==> src/rtl/ose_pkg.sv <==
// Shared types and codes for the ordered set engine.
`timescale 1ns / 1ps
`default_nettype none

package ose_pkg;

  // Fixed widths of the channel fields.
  localparam int KIND_W  = 3;
  localparam int KEY_W   = 32;
  localparam int POS_W   = 5;
  localparam int RANK_W  = 6;

  // Operation codes carried by the kind field.
  typedef enum logic [KIND_W-1:0] {
    KIND_INSERT = 3'd0,
    KIND_ERASE  = 3'd1,
    KIND_COUNT  = 3'd2,
    KIND_LOWER  = 3'd3,
    KIND_UPPER  = 3'd4,
    KIND_CLEAR  = 3'd5,
    KIND_READ   = 3'd6
  } kind_t;

  // Sequencer states.
  typedef enum logic [1:0] {
    ST_IDLE,
    ST_CMP,
    ST_EXEC
  } state_t;

  // Command broadcast to every cell of the chain.
  typedef struct packed {
    logic compare;
    logic insert;
    logic erase;
    logic clear;
  } cell_cmd_t;

  // Status a cell shows to its neighbors and to the top level.
  typedef struct packed {
    logic valid;
    logic lt;
    logic le;
    logic eq;
  } cell_flags_t;

endpackage

`default_nettype wire

==> src/rtl/ose_in_if.sv <==
// Request channel: one operation per beat.
`timescale 1ns / 1ps
`default_nettype none

interface ose_in_if;
  import ose_pkg::*;

  logic                     valid;
  logic                     ready;
  logic [KIND_W-1:0]        kind;
  logic signed [KEY_W-1:0]  key;
  logic [POS_W-1:0]         position;

  modport source (output valid, output kind, output key, output position, input ready);
  modport sink   (input valid, input kind, input key, input position, output ready);
endinterface

`default_nettype wire

==> src/rtl/ose_out_if.sv <==
// Response channel: one result per beat.
`timescale 1ns / 1ps
`default_nettype none

interface ose_out_if;
  import ose_pkg::*;

  logic                     valid;
  logic                     ready;
  logic                     found;
  logic [RANK_W-1:0]        rank;
  logic signed [KEY_W-1:0]  stored_value;
  logic [RANK_W-1:0]        set_size;
  logic                     full_reject;

  modport source (output valid, output found, output rank, output stored_value,
                  output set_size, output full_reject, input ready);
  modport sink   (input valid, input found, input rank, input stored_value,
                  input set_size, input full_reject, output ready);
endinterface

`default_nettype wire

==> src/rtl/ose_cell.sv <==
// One storage cell of the sorted chain: a key, its valid bit and compare flags.
`timescale 1ns / 1ps
`default_nettype none

module ose_cell #(
  parameter int KEY_BITS = 32
) (
  input  wire logic                        clk,
  input  wire logic                        rst,
  input  wire ose_pkg::cell_cmd_t          cmd,
  input  wire logic signed [KEY_BITS-1:0]  op_key,
  input  wire logic signed [KEY_BITS-1:0]  left_key,
  input  wire ose_pkg::cell_flags_t        left_flags,
  input  wire logic signed [KEY_BITS-1:0]  right_key,
  input  wire ose_pkg::cell_flags_t        right_flags,
  output      logic signed [KEY_BITS-1:0]  key,
  output      ose_pkg::cell_flags_t        flags
);
  import ose_pkg::*;

  logic valid;
  logic lt;
  logic le;
  logic eq;

  // Valid bit shifts with the keys; the chain stays a run of ones from cell zero.
  always_ff @(posedge clk) begin
    if (rst) begin
      valid <= 1'b0;
    end else if (cmd.clear) begin
      valid <= 1'b0;
    end else if (cmd.insert) begin
      valid <= left_flags.valid;
    end else if (cmd.erase) begin
      valid <= right_flags.valid;
    end
  end

  // Compare flags against the operand; an empty cell counts as not below it.
  always_ff @(posedge clk) begin
    if (cmd.compare) begin
      lt <= valid && (key < op_key);
      le <= valid && (key <= op_key);
      eq <= valid && (key == op_key);
    end
  end

  // Insert moves keys one cell right from the insertion point, erase one cell left.
  always_ff @(posedge clk) begin
    if (cmd.insert) begin
      if (!left_flags.lt) begin
        key <= left_key;
      end else if (!lt) begin
        key <= op_key;
      end
    end else if (cmd.erase) begin
      if (!lt) begin
        key <= right_key;
      end
    end
  end

  assign flags = '{valid: valid, lt: lt, le: le, eq: eq};

endmodule

`default_nettype wire

==> src/rtl/ordered_set_engine_core.sv <==
// Each request passes through the accept, compare and execute steps before its response is registered.
// A new request is accepted only in the idle step, so operations do not overlap; the execute step
// waits while a previous response is still held in the output register.
// Every cell compares in parallel, so the step sequence does not depend on the set size.
// Reset empties the set at once; key storage itself is not cleared.
`timescale 1ns / 1ps
`default_nettype none

module ordered_set_engine_core #(
  parameter int CAPACITY = 32,
  parameter int KEY_BITS = 32
) (
  input  wire logic   clk,
  input  wire logic   rst,
  ose_in_if.sink      req,
  ose_out_if.source   rsp
);
  import ose_pkg::*;

  localparam int CW = $clog2(CAPACITY + 1);
  localparam int PW = (CW > POS_W) ? CW : POS_W;

  state_t state;
  state_t state_next;

  kind_t                      op_kind;
  logic signed [KEY_BITS-1:0] op_key;
  logic [POS_W-1:0]           op_pos;
  logic signed [KEY_BITS-1:0] key_ext;

  logic [CW-1:0] count;
  logic [CW-1:0] count_next;

  cell_cmd_t   cmd;
  logic        exec_fire;
  logic        out_free;

  logic signed [KEY_BITS-1:0] cell_key   [CAPACITY];
  cell_flags_t                cell_flags [CAPACITY];

  logic [CAPACITY-1:0] vld_vec;
  logic [CAPACITY-1:0] lt_vec;
  logic [CAPACITY-1:0] le_vec;
  logic [CAPACITY-1:0] eq_vec;
  logic [CAPACITY-1:0] lt_edge;
  logic [CAPACITY-1:0] le_edge;
  logic [CAPACITY-1:0] pos_hit;
  logic [CAPACITY-1:0] sel;

  logic [CW-1:0] rank_lt;
  logic [CW-1:0] rank_le;
  logic          present;
  logic          full_now;
  logic          pos_ok;
  logic          do_insert;
  logic          do_erase;
  logic          do_clear;

  logic signed [KEY_BITS-1:0] sel_key;
  logic signed [KEY_W-1:0]    sel_value;
  logic                       res_found;
  logic [CW-1:0]              res_rank;
  logic                       res_full;

  // Key operand: low KEY_BITS bits taken as two's complement, or the
  // whole field zero-extended when keys are wider than the field.
  generate
    if (KEY_BITS <= KEY_W) begin : g_key_narrow
      assign key_ext = req.key[KEY_BITS-1:0];
    end else begin : g_key_wide
      assign key_ext = {{(KEY_BITS-KEY_W){1'b0}}, req.key};
    end
  endgenerate

  // Operation register loaded on each request beat.
  always_ff @(posedge clk) begin
    if (req.valid && req.ready) begin
      op_kind <= kind_t'(req.kind);
      op_key  <= key_ext;
      op_pos  <= req.position;
    end
  end

  // Sequencer state register.
  always_ff @(posedge clk) begin
    if (rst) begin
      state <= ST_IDLE;
    end else begin
      state <= state_next;
    end
  end

  // Next state.
  always_comb begin
    state_next = state;
    case (state)
      ST_IDLE: begin
        if (req.valid) state_next = ST_CMP;
      end
      ST_CMP: begin
        state_next = ST_EXEC;
      end
      ST_EXEC: begin
        if (out_free) state_next = ST_IDLE;
      end
      default: begin
        state_next = ST_IDLE;
      end
    endcase
  end

  // Sequencer outputs.
  always_comb begin
    req.ready   = 1'b0;
    exec_fire   = 1'b0;
    cmd         = '0;
    case (state)
      ST_IDLE: begin
        req.ready = 1'b1;
      end
      ST_CMP: begin
        cmd.compare = 1'b1;
      end
      ST_EXEC: begin
        exec_fire  = out_free;
        cmd.insert = out_free && do_insert;
        cmd.erase  = out_free && do_erase;
        cmd.clear  = out_free && do_clear;
      end
      default: begin
        req.ready = 1'b0;
      end
    endcase
  end

  assign out_free = !rsp.valid || rsp.ready;

  // The chain of cells; the ends see a fixed "below everything" left edge
  // and an empty right edge.
  generate
    for (genvar i = 0; i < CAPACITY; i++) begin : g_cell
      logic signed [KEY_BITS-1:0] lkey;
      logic signed [KEY_BITS-1:0] rkey;
      cell_flags_t                lflags;
      cell_flags_t                rflags;

      if (i == 0) begin : g_left_end
        assign lkey   = op_key;
        assign lflags = '{valid: 1'b1, lt: 1'b1, le: 1'b1, eq: 1'b0};
      end else begin : g_left
        assign lkey   = cell_key[i-1];
        assign lflags = cell_flags[i-1];
      end

      if (i == CAPACITY - 1) begin : g_right_end
        assign rkey   = op_key;
        assign rflags = '0;
      end else begin : g_right
        assign rkey   = cell_key[i+1];
        assign rflags = cell_flags[i+1];
      end

      ose_cell #(
        .KEY_BITS (KEY_BITS)
      ) u_cell (
        .clk         (clk),
        .rst         (rst),
        .cmd         (cmd),
        .op_key      (op_key),
        .left_key    (lkey),
        .left_flags  (lflags),
        .right_key   (rkey),
        .right_flags (rflags),
        .key         (cell_key[i]),
        .flags       (cell_flags[i])
      );

      assign vld_vec[i] = cell_flags[i].valid;
      assign lt_vec[i]  = cell_flags[i].lt;
      assign le_vec[i]  = cell_flags[i].le;
      assign eq_vec[i]  = cell_flags[i].eq;
      assign pos_hit[i] = (PW'(i) == PW'(op_pos));

      if (i == 0) begin : g_edge0
        assign lt_edge[i] = !lt_vec[i];
        assign le_edge[i] = !le_vec[i];
      end else begin : g_edge
        assign lt_edge[i] = lt_vec[i-1] && !lt_vec[i];
        assign le_edge[i] = le_vec[i-1] && !le_vec[i];
      end
    end
  endgenerate

  // Flags form a run of ones from cell zero; the end of the run is the rank.
  always_comb begin
    rank_lt = '0;
    rank_le = '0;
    for (int i = 0; i < CAPACITY; i++) begin
      if (lt_edge[i]) rank_lt = rank_lt | CW'(i);
      if (le_edge[i]) rank_le = rank_le | CW'(i);
    end
    if (lt_vec[CAPACITY-1]) rank_lt = CW'(CAPACITY);
    if (le_vec[CAPACITY-1]) rank_le = CW'(CAPACITY);
  end

  assign present  = |eq_vec;
  assign full_now = (count == CW'(CAPACITY));
  assign pos_ok   = (PW'(op_pos) < PW'(count));

  assign do_insert = (op_kind == KIND_INSERT) && !present && !full_now;
  assign do_erase  = (op_kind == KIND_ERASE) && present;
  assign do_clear  = (op_kind == KIND_CLEAR);

  // One-hot cell select for the value readout.
  always_comb begin
    case (op_kind)
      KIND_LOWER: sel = lt_edge & vld_vec;
      KIND_UPPER: sel = le_edge & vld_vec;
      KIND_READ:  sel = pos_hit & vld_vec;
      default:    sel = '0;
    endcase
  end

  // AND-OR readout of the selected cell.
  always_comb begin
    sel_key = '0;
    for (int i = 0; i < CAPACITY; i++) begin
      if (sel[i]) sel_key = sel_key | cell_key[i];
    end
  end

  generate
    if (KEY_BITS >= KEY_W) begin : g_val_trunc
      assign sel_value = sel_key[KEY_W-1:0];
    end else begin : g_val_sext
      assign sel_value = {{(KEY_W-KEY_BITS){sel_key[KEY_BITS-1]}}, sel_key};
    end
  endgenerate

  // Result fields and the set size after the operation.
  always_comb begin
    res_found  = 1'b0;
    res_rank   = '0;
    res_full   = 1'b0;
    count_next = count;
    case (op_kind)
      KIND_INSERT: begin
        res_found = do_insert;
        res_full  = !present && full_now;
        if (do_insert) count_next = count + CW'(1);
      end
      KIND_ERASE: begin
        res_found = present;
        if (present) count_next = count - CW'(1);
      end
      KIND_COUNT: begin
        res_found = present;
      end
      KIND_LOWER: begin
        res_found = |sel;
        res_rank  = rank_lt;
      end
      KIND_UPPER: begin
        res_found = |sel;
        res_rank  = rank_le;
      end
      KIND_CLEAR: begin
        res_found  = (count != '0);
        count_next = '0;
      end
      KIND_READ: begin
        res_found = pos_ok;
        res_rank  = pos_ok ? CW'(op_pos) : count;
      end
      default: begin
        res_found = 1'b0;
      end
    endcase
  end

  // Held-key count.
  always_ff @(posedge clk) begin
    if (rst) begin
      count <= '0;
    end else if (exec_fire) begin
      count <= count_next;
    end
  end

  // Output register: holds a finished result until its beat is taken.
  always_ff @(posedge clk) begin
    if (rst) begin
      rsp.valid <= 1'b0;
    end else if (exec_fire) begin
      rsp.valid <= 1'b1;
    end else if (rsp.ready) begin
      rsp.valid <= 1'b0;
    end
  end

  always_ff @(posedge clk) begin
    if (exec_fire) begin
      rsp.found        <= res_found;
      rsp.rank         <= RANK_W'(res_rank);
      rsp.stored_value <= sel_value;
      rsp.set_size     <= RANK_W'(count_next);
      rsp.full_reject  <= res_full;
    end
  end

  // The count never passes the capacity.
  a_count_bound: assert property (@(posedge clk) disable iff (rst)
    count <= CW'(CAPACITY))
    else $error("held-key count above capacity");

  // The valid bits of the chain agree with the count.
  a_valid_count: assert property (@(posedge clk) disable iff (rst)
    $countones(vld_vec) == int'(count))
    else $error("cell valid bits disagree with count");

  // A completed insert grows the set by exactly one key.
  a_insert_grows: assert property (@(posedge clk) disable iff (rst)
    cmd.insert |=> count == $past(count) + CW'(1))
    else $error("insert did not grow the set by one");

  // The result register is loaded only from the execute step.
  a_exec_state: assert property (@(posedge clk) disable iff (rst)
    $rose(rsp.valid) |-> $past(state) == ST_EXEC)
    else $error("response raised outside the execute step");

endmodule

`default_nettype wire
==> src/flat_wrapper.sv <==
// flat-port wrapper written by rule: the top's interface ports become plain ports
module ordered_set_engine_core_flat import ose_pkg::*;
#(
  parameter int CAPACITY = 32,
  parameter int KEY_BITS = 32
)
  (clk, rst, req_valid, req_kind, req_key, req_position, req_ready, rsp_valid, rsp_found, rsp_rank, rsp_stored_value, rsp_set_size, rsp_full_reject, rsp_ready);
  ose_in_if req_i ();
  ose_out_if rsp_i ();
  input  wire logic clk;
  input  wire logic rst;
  input wire logic [$bits(req_i.valid)-1:0] req_valid;
  input wire logic [$bits(req_i.kind)-1:0] req_kind;
  input wire logic [$bits(req_i.key)-1:0] req_key;
  input wire logic [$bits(req_i.position)-1:0] req_position;
  output wire logic [$bits(req_i.ready)-1:0] req_ready;
  output wire logic [$bits(rsp_i.valid)-1:0] rsp_valid;
  output wire logic [$bits(rsp_i.found)-1:0] rsp_found;
  output wire logic [$bits(rsp_i.rank)-1:0] rsp_rank;
  output wire logic [$bits(rsp_i.stored_value)-1:0] rsp_stored_value;
  output wire logic [$bits(rsp_i.set_size)-1:0] rsp_set_size;
  output wire logic [$bits(rsp_i.full_reject)-1:0] rsp_full_reject;
  input wire logic [$bits(rsp_i.ready)-1:0] rsp_ready;
  assign req_i.valid = req_valid;
  assign req_i.kind = req_kind;
  assign req_i.key = req_key;
  assign req_i.position = req_position;
  assign req_ready = req_i.ready;
  assign rsp_valid = rsp_i.valid;
  assign rsp_found = rsp_i.found;
  assign rsp_rank = rsp_i.rank;
  assign rsp_stored_value = rsp_i.stored_value;
  assign rsp_set_size = rsp_i.set_size;
  assign rsp_full_reject = rsp_i.full_reject;
  assign rsp_i.ready = rsp_ready;
  ordered_set_engine_core #(.CAPACITY(CAPACITY), .KEY_BITS(KEY_BITS)) u_core (.clk(clk), .rst(rst), .req(req_i), .rsp(rsp_i));
endmodule
==> config.mk <==
export PLATFORM = sky130hd
export DESIGN_NAME = ordered_set_engine_core_flat
export DESIGN_NICKNAME = d
export VERILOG_FILES = /design/src/rtl/ose_pkg.sv /design/src/rtl/ose_in_if.sv /design/src/rtl/ose_out_if.sv /design/src/rtl/ose_cell.sv /design/src/rtl/ordered_set_engine_core.sv /design/src/flat_wrapper.sv
export SDC_FILE = /design/constraint.sdc
export NUM_CORES = 2
export LEC_CHECK = 0
export CAP_MARGIN = 20
export CORE_ASPECT_RATIO = 1.4
export CORE_MARGIN = 1.5
export CORE_UTILIZATION = 26
export CTS_CLUSTER_DIAMETER = 80
export DETAILED_ROUTE_END_ITERATION = 6
export DONT_BUFFER_PORTS = 1
export HOLD_SLACK_MARGIN = 0.05
export PLACE_DENSITY = 0.4
export SLEW_MARGIN = 20
export SYNTH_ARGS = -nofsm -noshare
export SYNTH_HDL_FRONTEND = slang
export SYNTH_SLANG_ARGS = --single-unit
==> constraint.sdc <==
create_clock -name clk -period 13.9 [get_ports clk]
set_input_delay 0.695 -clock clk [delete_from_list [all_inputs] [get_ports clk]]
set_output_delay 0.695 -clock clk [all_outputs]
set_load 0.03 [all_outputs]
==> results.sh <==
export IMPL_startpoint_type="register"
export IMPL_drt_iter0_drc=8930
export IMPL_timing_rr_start="u_core.g_cell[27].u_cell.eq$_DFFE_PN_"
export IMPL_drive_gt1_share_pct=7.23
export IMPL_tns_ns=0
export IMPL_die_w_um=500
export IMPL_start_util_pct=26.1
export IMPL_final_area_mm2=0.101
export IMPL_cts_made_buffers=159
export IMPL_cts_clk_slew_worst_paths_ns=0.06
export IMPL_vias=78418
export IMPL_yosys_warnings=0
export IMPL_worstSetupPathType="reg2reg"
export IMPL_ys_types=84
export IMPL_synth_async_reset_ratio_pct=0
export IMPL_core_area_mm2=0.344
export IMPL_period_needed_ns=6.05
export IMPL_overflow=0
export IMPL_cts_sinks=1247
export IMPL_htree_levels=4
export IMPL_p_leak_nw=42.2
export IMPL_cts_resized=0
export IMPL_violations="DRC"
export IMPL_syn_num_nets=9940
export IMPL_cts_buffer_depth=4
export IMPL_status="complete, but fails checks"
export IMPL_die_area_mm2=0.349
export IMPL_maxCapViolCount=0
export IMPL_cpLargestDelayFamily="simple AND/OR/NAND/NOR gates"
export IMPL_cp_max_fo=88
export IMPL_finalNonFillerCells=13357
export IMPL_place_gp_congestion=0.983
export IMPL_cp_buffers_inverters=3
export IMPL_worstMarginPinSlew_ns=1.28
export IMPL_yosysSeqAreaShare_pct=41.2
export IMPL_drt_vias_per_instance=5.87
export IMPL_die_y_um=699
export IMPL_final_hold_viol_count=0
export IMPL_grt_use_total_pct=27.8
export IMPL_crit_required_ns=14.41
export IMPL_cts_tree="yes"
export IMPL_drcViolationCount=8
export IMPL_num_io_pins=92
export IMPL_clk_latency_ns=0.89
export IMPL_cp_slowest_stage_delay_ns=0.87
export IMPL_dpl_worst_slack_ns=8.03
export IMPL_cts_root_buf="clkbuf_16"
export IMPL_timing_slew_headroom_pct=13.9
export IMPL_grt_pass1_vias=75872
export IMPL_synth_ff_type="edfxtp_1"
export IMPL_synth_cells=8865
export IMPL_r2r_cells=10
export IMPL_synthToLayoutAreaGrowth_pct=12.7
export IMPL_dpl_cell_count=13027
export IMPL_finalCritPeriodShare_pct=43.5
export IMPL_syn_area_mm2=0.0899
export IMPL_grt_start_max_net_pins=227
export IMPL_synth_edf_count=1206
export IMPL_slew_viol_final=0
export IMPL_worst_endpoint_arrival_ns=6.56
export IMPL_finalSetupViolations=0
export IMPL_dpl_hpwl_um=372000
export IMPL_num_fill_cells=35574
export IMPL_grt_pass1_wl_um=674000
export IMPL_fin_skew_ns=0.0480
export IMPL_syn_avg_cell_area_um2=10.1
export IMPL_synth_seq_cells=1247
export IMPL_placed_area_mm2=0.0957
export IMPL_cp_depth=10
export IMPL_wl_um=501000
export IMPL_r2r_end="u_core.g_cell[10].u_cell.key[12]$_DFFE_PP_"
export IMPL_portBuffers=0
export IMPL_max_freq_ghz=0.165
export IMPL_cpMaxStageDelayCell="nor4_1"
export IMPL_end_kind="register"
export IMPL_antenna_found_initial=35
export IMPL_dr_pass1_iters=7
export IMPL_fin_nets=9809
export IMPL_min_path_type="in2reg"
export IMPL_worstHoldStart="rst"
export IMPL_drtAntennaViolNets=0
export IMPL_p_per_area_mw_per_mm2=94.8
export IMPL_rsz0062_at_grt="false"
export IMPL_holdPathStages=2
export IMPL_r2r_slack_ns=7.85
export IMPL_fin_util_pct=29.4
export IMPL_worstHoldEndpoint="u_core.count[2]$_SDFFE_PP0P_"
export IMPL_cp_cell_sequence="nor4_1 -> nand4_1 -> nor2_2 -> and2_0 -> nand3_4 -> buf_4 -> buf_4 -> o21a_1 -> nor2_4 -> buf_4"
export IMPL_layout_setup_ws_ns=7.85
export IMPL_rows=255
export IMPL_wl_per_cell_um=37.5
export IMPL_path_common_cell="buf_4"
export IMPL_peakVddDrop_mv=0.0992
## final cells by class
class,instances,area (um^2),area share (%)
clock buffer,197,4290,4.23
clock inverter,80,882,0.871
timing repair buffer,303,2440,2.41
tap,4497,5630,5.55
multi-input combinational,6911,50600,49.9
sequential,1247,37000,36.6
inverter,112,425,0.420
antenna,10,25.0,0.0247
## what timing repair did
item | 4_1_cts | 5_1_grt
setup buffers | 0 | 0
hold endpoints to repair | 48 | 0
hold buffers | 43 | 0
## how the worst max path moves through the flow
stage	slack (ns)	start	endpoint
2_1_floorplan	8.71	u_core.state[0]$_SDFFE_PP0P_	u_core.g_cell[0].u_cell.eq$_DFFE_PN_
3_3_place_gp	8.10	u_core.g_cell[27].u_cell.eq$_DFFE_PN_	u_core.g_cell[10].u_cell.key[8]$_DFFE_PP_
3_5_place_dp	8.03	u_core.g_cell[27].u_cell.eq$_DFFE_PN_	u_core.g_cell[10].u_cell.key[12]$_DFFE_PP_
4_1_cts	8.02	u_core.g_cell[27].u_cell.eq$_DFFE_PN_	u_core.g_cell[10].u_cell.key[12]$_DFFE_PP_
5_1_grt	7.85	u_core.g_cell[27].u_cell.eq$_DFFE_PN_	u_core.g_cell[10].u_cell.key[12]$_DFFE_PP_
6_report	7.85	u_core.g_cell[27].u_cell.eq$_DFFE_PN_	u_core.g_cell[10].u_cell.key[12]$_DFFE_PP_
## Yosys cell counts (23+ instances only)
cell	count	area, um^2
or4_1	40	300
nand4_1	244	1530
inv_1	109	409
a211oi_1	26	195
nor2b_1	106	663
a22oi_1	288	2160
nor4_1	43	269
a311oi_1	31	272
dfxtp_1	41	821
clkbuf_1	426	1600
mux2i_1	1011	10100
o211ai_1	25	188
nand3_1	149	746
nor2_1	210	788
a21oi_1	300	1500
and4_1	27	236
o22ai_1	24	150
or2_2	28	175
a221oi_1	113	990
buf_2	151	756
edfxtp_1	1206	36200
nor3_1	71	355
a22o_1	105	920
a21o_1	283	2120
o21a_1	101	758
ha_1	1031	12900
and3_1	23	144
nand2_1	1184	4440
nand2b_1	99	619
o21ai_0	1149	5750
## flip-flops by register name, summed over array words and instances, names as in the netlist
register / cells
u_core.rsp.valid: 1
u_core.count: 6
u_core.rsp.rank: 6
u_core.g_cell.u_cell.lt: 32
u_core.state: 2
u_core.g_cell.u_cell.le: 32
u_core.rsp.set_size: 6
u_core.op_pos: 5
u_core.g_cell.u_cell.valid: 32
u_core.rsp.full_reject: 1
u_core.op_kind: 3
u_core.g_cell.u_cell.eq: 32
u_core.g_cell.u_cell.key: 1024
u_core.g_cell.lkey: 32
u_core.rsp.found: 1
u_core.rsp.stored_value: 32
## power breakdown
| part | total (mW) | switching [mW] | internal, mW | leakage [nW] |
|---|---|---|---|---|
| logic | 1.01 | 0.668 | 0.340 | 28.4 |
| clock network | 4.43 | 1.91 | 2.52 | 2.52 |
| registers | 4.17 | 0.0610 | 4.10 | 11.3 |
## through the flow
stage / total power [mW] / hold slack [ns]
finish: 9.60 / 0.117
floorplan: 4.79 / 0.472
detailed placement: 5.23 / 0.526
CTS: 9.65 / 0.0855
global route: 9.82 / 0.124
global placement: 5.21 / 0.525
## per-layer routing
layer	track usage (%)	routed length [um]	share of wire, %
met3	3.52	31400	6.3
met1	33.5	193000	39
met2	45.4	233000	46
met4	20.5	43600	8.7
met5	0	61	0.012
## cell usage in the layout (no fill, tap or decap), types with 43 or more instances in the layout
cell type      Yosys  layout
a21o_1           283     282
a21oi_1          300     295
a221oi_1         113     113
a22o_1           105     105
a22oi_1          288     288
buf_4              2     254
clkbuf_16          0     163
dlygate4sd3_1      0      43
edfxtp_1        1206    1206
ha_1            1031    1031
inv_1            109     107
mux2i_1         1011    1011
nand2_1         1184    1184
nand2b_1          99      99
nand3_1          149     148
nand4_1          244     244
nor2_1           210     184
nor2b_1          106     102
nor3_1            71      67
o21a_1           101      74
o21ai_0         1149    1143
## logic make-up after synthesis
kind of cell | Yosys count | share of synthesized area, %
muxes | 1017 | 11.3
buffers and inverters | 707 | 3.19
and+or+nand+nor | 2299 | 12.1
DFF | 1247 | 41.2
xor gates and xnor gates | 2 | 0.0195
adders and majority gates | 1031 | 14.3
AOI/OAI and AO/OA | 2562 | 17.8
Note: power is estimated with default switching activity, not from simulation.
